**config.mk**
```make
export PLATFORM = sky130hd
export DESIGN_NAME = date_string_day_difference
export DESIGN_NICKNAME = d
export VERILOG_FILES = /design/src/hdl/dsdd_pkg.sv /design/src/hdl/dsdd_date_unit.sv /design/src/hdl/date_string_day_difference.sv
export SDC_FILE = /design/constraint.sdc
export NUM_CORES = 1
export LEC_CHECK = 0
export ABC_AREA = 1
export BUFFER_PORTS_ARGS = -buffer_cell sky130_fd_sc_hd__buf_2
export CELL_PAD_IN_SITES_DETAIL_PLACEMENT = 0
export CELL_PAD_IN_SITES_GLOBAL_PLACEMENT = 1
export CORE_ASPECT_RATIO = 0.7
export CORE_MARGIN = 5
export CORE_UTILIZATION = 35
export DETAILED_ROUTE_END_ITERATION = 8
export GPL_ROUTABILITY_DRIVEN = 0
export PLACE_DENSITY_LB_ADDON = 0.25
export SYNTH_ARGS = -nofsm -noshare
export SYNTH_HDL_FRONTEND = slang
export SYNTH_SLANG_ARGS = --single-unit
```
**constraint.sdc**
```tcl
create_clock -name clock -period 14.4 [get_ports clock]
set_clock_uncertainty 0.15 [all_clocks]
set_input_delay 1.44 -clock clock [delete_from_list [all_inputs] [get_ports clock]]
set_output_delay 1.44 -clock clock [all_outputs]
set_load 0.01 [all_outputs]
```
**src/hdl/dsdd_pkg.sv**
```systemverilog
`default_nettype none

package dsdd_pkg;

   localparam int unsigned DAY_NUM_W = 22;
   localparam int unsigned YEAR_W    = 14;

   localparam logic [7:0] DASH_CHAR  = 8'h2D;
   localparam logic [7:0] DIGIT_ZERO = 8'h30;
   localparam logic [7:0] DIGIT_NINE = 8'h39;

   localparam logic [YEAR_W-1:0] DAYS_PER_YEAR = 14'd365;
   // u / 100 == (u * DIV100_MULT) >> DIV100_SHIFT for every u below 43690.
   localparam logic [12:0] DIV100_MULT  = 13'd5243;
   localparam int unsigned DIV100_SHIFT = 19;

   localparam logic [3:0] MONTH_FEB = 4'd2;

   // The characters of one DD-MM-YYYY date.
   typedef struct packed {
      logic [15:0] day_chars;
      logic [7:0]  sep_one;
      logic [15:0] month_chars;
      logic [7:0]  sep_two;
      logic [31:0] year_chars;
   } date_chars_type;

   // Day number of one date and whether the date was well formed.
   typedef struct packed {
      logic                 valid;
      logic [DAY_NUM_W-1:0] number;
   } date_result_type;

   function automatic logic is_digit(input logic [7:0] c);
      return (c >= DIGIT_ZERO) && (c <= DIGIT_NINE);
   endfunction

   // A character that is not a digit decodes as zero.
   function automatic logic [3:0] digit_value(input logic [7:0] c);
      logic [7:0] d;
      d = c - DIGIT_ZERO;
      return is_digit(c) ? d[3:0] : 4'd0;
   endfunction

   function automatic logic [8:0] days_before_month(input logic [3:0] month);
      case (month)
         4'd1:    return 9'd0;
         4'd2:    return 9'd31;
         4'd3:    return 9'd59;
         4'd4:    return 9'd90;
         4'd5:    return 9'd120;
         4'd6:    return 9'd151;
         4'd7:    return 9'd181;
         4'd8:    return 9'd212;
         4'd9:    return 9'd243;
         4'd10:   return 9'd273;
         4'd11:   return 9'd304;
         4'd12:   return 9'd334;
         default: return 9'd0;
      endcase
   endfunction

endpackage

`default_nettype wire

```
**src/hdl/dsdd_date_unit.sv**
```systemverilog
`default_nettype none

// Two pipeline stages for one date: decode and check the text, then form
// the day number.
module dsdd_date_unit (
   input  wire logic                     clock,
   input  wire dsdd_pkg::date_chars_type chars,
   output dsdd_pkg::date_result_type     result
);

   typedef struct packed {
      logic                          valid;
      logic [6:0]                    day;
      logic [3:0]                    month;
      logic [dsdd_pkg::YEAR_W-1:0]   year;
   } decoded_type;

   decoded_type dec_in, dec_ff;
   dsdd_pkg::date_result_type result_in, result_ff;

   logic        digits_ok;
   logic [6:0]  month_full;
   logic [dsdd_pkg::YEAR_W-1:0] year_dec;

   always_comb begin
      digits_ok = dsdd_pkg::is_digit(chars.day_chars[15:8])
                & dsdd_pkg::is_digit(chars.day_chars[7:0])
                & dsdd_pkg::is_digit(chars.month_chars[15:8])
                & dsdd_pkg::is_digit(chars.month_chars[7:0])
                & dsdd_pkg::is_digit(chars.year_chars[31:24])
                & dsdd_pkg::is_digit(chars.year_chars[23:16])
                & dsdd_pkg::is_digit(chars.year_chars[15:8])
                & dsdd_pkg::is_digit(chars.year_chars[7:0]);

      month_full = 7'(dsdd_pkg::digit_value(chars.month_chars[15:8])) * 7'd10
                 + 7'(dsdd_pkg::digit_value(chars.month_chars[7:0]));

      year_dec = 14'(dsdd_pkg::digit_value(chars.year_chars[31:24])) * 14'd1000
               + 14'(dsdd_pkg::digit_value(chars.year_chars[23:16])) * 14'd100
               + 14'(dsdd_pkg::digit_value(chars.year_chars[15:8])) * 14'd10
               + 14'(dsdd_pkg::digit_value(chars.year_chars[7:0]));

      dec_in.valid = digits_ok
                   && (chars.sep_one == dsdd_pkg::DASH_CHAR)
                   && (chars.sep_two == dsdd_pkg::DASH_CHAR)
                   && (month_full >= 7'd1) && (month_full <= 7'd12);
      dec_in.day   = 7'(dsdd_pkg::digit_value(chars.day_chars[15:8])) * 7'd10
                   + 7'(dsdd_pkg::digit_value(chars.day_chars[7:0]));
      dec_in.month = month_full[3:0];
      dec_in.year  = year_dec;
   end

   always_ff @(posedge clock) begin
      dec_ff <= dec_in;
   end

   logic [dsdd_pkg::YEAR_W-1:0] leap_year;
   logic [26:0] div_prod;
   logic [6:0]  centuries;
   logic [11:0] leap_days;
   logic [27:0] year_days;

   always_comb begin
      // January and February count the leap days of the years before.
      if ((dec_ff.month <= dsdd_pkg::MONTH_FEB) && (dec_ff.year != '0)) begin
         leap_year = dec_ff.year - 14'd1;
      end else begin
         leap_year = dec_ff.year;
      end
      div_prod  = 27'(leap_year) * 27'(dsdd_pkg::DIV100_MULT);
      centuries = div_prod[dsdd_pkg::DIV100_SHIFT+6:dsdd_pkg::DIV100_SHIFT];
      // Year zero before March still gives zero, since 0/4 - 0/100 + 0/400 is 0.
      leap_days = 12'(leap_year[dsdd_pkg::YEAR_W-1:2]) - 12'(centuries)
                + 12'(centuries[6:2]);
      year_days = 28'(dec_ff.year) * 28'(dsdd_pkg::DAYS_PER_YEAR);

      result_in.valid  = dec_ff.valid;
      result_in.number = year_days[dsdd_pkg::DAY_NUM_W-1:0]
                       + 22'(dec_ff.day)
                       + 22'(dsdd_pkg::days_before_month(dec_ff.month))
                       + 22'(leap_days);
   end

   always_ff @(posedge clock) begin
      result_ff <= result_in;
   end

   assign result = result_ff;

endmodule

`default_nettype wire

```
**src/hdl/date_string_day_difference.sv**
```systemverilog
`default_nettype none

// Day difference between two DD-MM-YYYY dates in ASCII. Each date is
// checked (digits in every digit place, '-' in both separator places,
// month 01..12; the day is not range checked) and turned into a day number,
// and the absolute difference of the two is returned, or zero when either
// date is malformed. A word is accepted on every clock edge with start high;
// busy is never raised. Its result is shown for exactly one cycle with
// rsp_valid high, after the input register, the decode stage, the day
// number stage and the result register. The receiver cannot stall
// the block, so it must take every result word in the cycle it is shown.
module date_string_day_difference (
   input  wire logic        clock,
   input  wire logic        reset,
   input  wire logic        start,
   output      logic        busy,
   input  wire logic [15:0] req_first_day_chars,
   input  wire logic [7:0]  req_first_sep_one,
   input  wire logic [15:0] req_first_month_chars,
   input  wire logic [7:0]  req_first_sep_two,
   input  wire logic [31:0] req_first_year_chars,
   input  wire logic [15:0] req_second_day_chars,
   input  wire logic [7:0]  req_second_sep_one,
   input  wire logic [15:0] req_second_month_chars,
   input  wire logic [7:0]  req_second_sep_two,
   input  wire logic [31:0] req_second_year_chars,
   output      logic        rsp_valid,
   output      logic [21:0] rsp_day_difference,
   output      logic        rsp_first_valid,
   output      logic        rsp_second_valid
);

   // The pipeline never holds a word back, so there is nothing to wait for.
   assign busy = 1'b0;

   logic accept;
   assign accept = start && !busy;

   // Strobe pipeline: one bit follows each word through the stages.
   logic in_vld_ff, dec_vld_ff, num_vld_ff, rsp_vld_ff;

   always_ff @(posedge clock) begin
      if (reset) begin
         in_vld_ff  <= 1'b0;
         dec_vld_ff <= 1'b0;
         num_vld_ff <= 1'b0;
         rsp_vld_ff <= 1'b0;
      end else begin
         in_vld_ff  <= accept;
         dec_vld_ff <= in_vld_ff;
         num_vld_ff <= dec_vld_ff;
         rsp_vld_ff <= num_vld_ff;
      end
   end

   // Input register. Payload is captured whenever a word is accepted.
   dsdd_pkg::date_chars_type first_ff, second_ff;

   always_ff @(posedge clock) begin
      if (accept) begin
         first_ff.day_chars    <= req_first_day_chars;
         first_ff.sep_one      <= req_first_sep_one;
         first_ff.month_chars  <= req_first_month_chars;
         first_ff.sep_two      <= req_first_sep_two;
         first_ff.year_chars   <= req_first_year_chars;
         second_ff.day_chars   <= req_second_day_chars;
         second_ff.sep_one     <= req_second_sep_one;
         second_ff.month_chars <= req_second_month_chars;
         second_ff.sep_two     <= req_second_sep_two;
         second_ff.year_chars  <= req_second_year_chars;
      end
   end

   // One decode and day number unit per date, running side by side.
   dsdd_pkg::date_result_type first_num, second_num;

   dsdd_date_unit u_first (
      .clock  (clock),
      .chars  (first_ff),
      .result (first_num)
   );

   dsdd_date_unit u_second (
      .clock  (clock),
      .chars  (second_ff),
      .result (second_num)
   );

   // Result stage: absolute difference, forced to zero for a bad date.
   logic [21:0] diff_in, diff_ff;
   logic        first_valid_ff, second_valid_ff;

   always_comb begin
      if (!(first_num.valid && second_num.valid)) begin
         diff_in = '0;
      end else if (second_num.number > first_num.number) begin
         diff_in = second_num.number - first_num.number;
      end else begin
         diff_in = first_num.number - second_num.number;
      end
   end

   always_ff @(posedge clock) begin
      diff_ff         <= diff_in;
      first_valid_ff  <= first_num.valid;
      second_valid_ff <= second_num.valid;
   end

   assign rsp_valid          = rsp_vld_ff;
   assign rsp_day_difference = diff_ff;
   assign rsp_first_valid    = first_valid_ff;
   assign rsp_second_valid   = second_valid_ff;

endmodule

`default_nettype wire

```
==> impl_metrics.yaml <==
outcome:
  outcome: "finished clean"
setup_path:
  worst-path-buf-inv: 10
  worstPathRequired_ns: 14.68
  slowest_stage: "fa_1"
  critPathCaptureType: "flip-flop"
  ff2ff_path_depth: 57
  crit_fanout: 10
  crit_top_cell: "inv_1"
  start_kind: "flip-flop"
  crit_type: "reg2reg"
  path_delay_family: "adder cells"
  worstPathArrival_ns: 13.45
  cp_slowest_stage_delay_ns: 0.55
  path_depth: 57
timing:
  setup_viol: 0
  period_needed_ns: 13.17
  max_freq_mhz: 75.9
  period_share: 0.915
  relSlewSlack: 0.366
  fin_setup_tns_ns: 0
  finalHoldViolCount: 0
  rsz0062_at_grt: "no"
  finalWorstSetupSlack_ns: 1.23
  final-max-slew-violation-count: 0
  worst_pin_slew_ns: 0.951
synth:
  syn_inst: 3452
  synth_top_cell_by_area: "ha_1"
  synth_area_leaders: "ha_1 (22%), fa_1 (19%), edfxtp_1 (15%), inv_1 (11%), dfxtp_1 (9.1%)"
  synth_top_area_share: 0.216
  yosysWarnings: 0
  synth_fp_nets: 4462
  ys_async_sr_fraction: 0
  syn-mean-instance-area_um2: 9.20
  ys.flop_type: "edfxtp_1"
  yosysSeqAreaShare: 0.242
  synthDistinctLibCells: 64
  synth_edf_count: 160
  synth_area_mm2: 0.0318
  ys_ff_latch: 304
min_path:
  hold_path.class: "reg2reg"
  hold_path_depth: 0
cts:
  clock-sinks: 304
  ctsResizeCount: 0
  clk_latency_ns: 0.56
  root_buffer: "clkbuf_16"
  hold_buffers: 0
  cts_made_buffers: 37
  post_cts_buffers: 0
  clockBufferDepth: 3
  h-tree-depth: 2
  cts_tree: "done"
  clkTransAtPathRegs_ns: 0.06
grt:
  gr-usage-all-layers: 0.165
  overflow: 0
  antenna_found_initial: 20
  grt_pass1_vias: 21966
  grt_pass1_wl_mm: 126
  grt_max_degree: 86
route:
  ant_nets: 0
  dr.pass1.iters: 5
  drcViolationCount: 0
  vias: 21998
  routedWlPerCell_um: 16.0
  totalWireLength_mm: 78.7
  drt_iter0_markers: 1317
  vias_per_cell: 4.48
die:
  fp.dieArea_mm2: 0.0970
  die_h_um: 262
  core_mm2: 0.0900
  start_util: 0.353
  rows: 92
  io-pin-count: 189
  die_width_um: 370
place:
  place_inst: 4840
  dp_slack_ns: 1.28
  hpwlAfterDp_mm: 69.2
  port_buffers: 187
cells_and_area:
  multi_input_area_mm2: 0.0204
  layout_commonest_cell: "inv_1"
  stdcell_count: 4913
  syn_to_final_growth_pct: 11.3
  final_cell_mix: "inv_1 (910), ha_1 (548), nand2_1 (371)"
  regArea_mm2: 0.00769
  drive_above_1_share: 0.102
  nets: 4667
  fillers: 9267
flow_run:
  drv_cap: 0
through the flow:
| step | instance area, um^2 | util | hold slack [ns] |
|---|---|---|---|
| finish | 35300 | 0.393 | 0.180 |
| global route | 35300 | 0.392 | 0.188 |
| CTS | 35300 | 0.392 | 0.185 |
| detailed placement | 34100 | 0.379 | 0.169 |
| global placement | 34100 | 0.379 | 0.164 |
| floorplan | 31800 | - | 0.160 |
synth_stat cells (10+ instances only):
master    count
a21o_1       15
a21oi_1     197
a31oi_1      11
buf_4        13
dfxtp_1     144
edfxtp_1    160
fa_1        299
ha_1        548
inv_1       910
inv_2        10
nand2_1     371
nand2_2      20
nand3_1      73
nand3_2      12
nand4_1      23
nor2_1      184
nor2_2       17
nor3_1       20
nor4_1       15
o21ai_0      70
o21ai_1      16
xnor2_1      64
xor2_1      133
final cells by class:
class	count	area share
Inverter	925	0.0987
Sequential cell	304	0.218
Clock buffer	45	0.0276
Multi-Input combinational cell	2196	0.578
Timing Repair Buffer	193	0.0279
Clock inverter	21	0.00666
Tap cell	1222	0.0433
Antenna cell	7	0.000496
state kept, by name, summed over array words and instances (netlist names), 22 cells and up, named ones only:
register            flops
first_ff               80
rsp_day_difference     22
second_ff              80
u_first.dec_ff         26
u_first.result         23
u_second.dec_ff        26
u_second.result        23
final timing paths:
kind | slack [ns] | from | to
hold / removal | 0.18 | u_second.dec_ff[25]$_DFF_P_ | u_second.result[22]$_DFF_P_
hold reg to reg | 0.18 | u_second.dec_ff[25]$_DFF_P_ | u_second.result[22]$_DFF_P_
setup reg to reg | 1.23 | u_first.dec_ff[0]$_DFF_P_ | u_first.result[21]$_DFF_P_
setup / recovery | 1.23 | u_first.dec_ff[0]$_DFF_P_ | u_first.result[21]$_DFF_P_
worst register-to-register path, delay by kind of cell, from the launching register on:
kind / cells / cell delay [ns]
AOI/OAI and AO/OA: 16 / 3.39
xor gates and xnor gates: 3 / 0.54
adders and majority gates: 14 / 6.02
buffers and inverters: 10 / 0.91
DFF: 1 / 0.52
and+or+nand+nor: 14 / 1.49
routing by layer:
layer,global-route usage,share of wire,vias to the layer above
met1,0.283,0.58,10199
li1,-,-,11222
met4,0.0179,0.0093,18
met2,0.199,0.33,496
met3,0.0493,0.083,63
met5,0,0.0013,-
cells by family (layout without fill, tap and decap cells):
group | count (synthesis) | after routing | synth area share
DFF | 304 | 304 | 0.242
and+or+nand+nor | 772 | 772 | 0.112
AOI/OAI and AO/OA | 373 | 373 | 0.0676
xor gates and xnor gates | 203 | 203 | 0.0585
buffers and inverters | 952 | 1184 | 0.115
adders and majority gates | 847 | 847 | 0.404
other | 1 | 8 | 0.000118
Power is left out: the tool's default activity adds up to more than one toggle a clock period on the data nets, which glitch-free logic cannot reach.
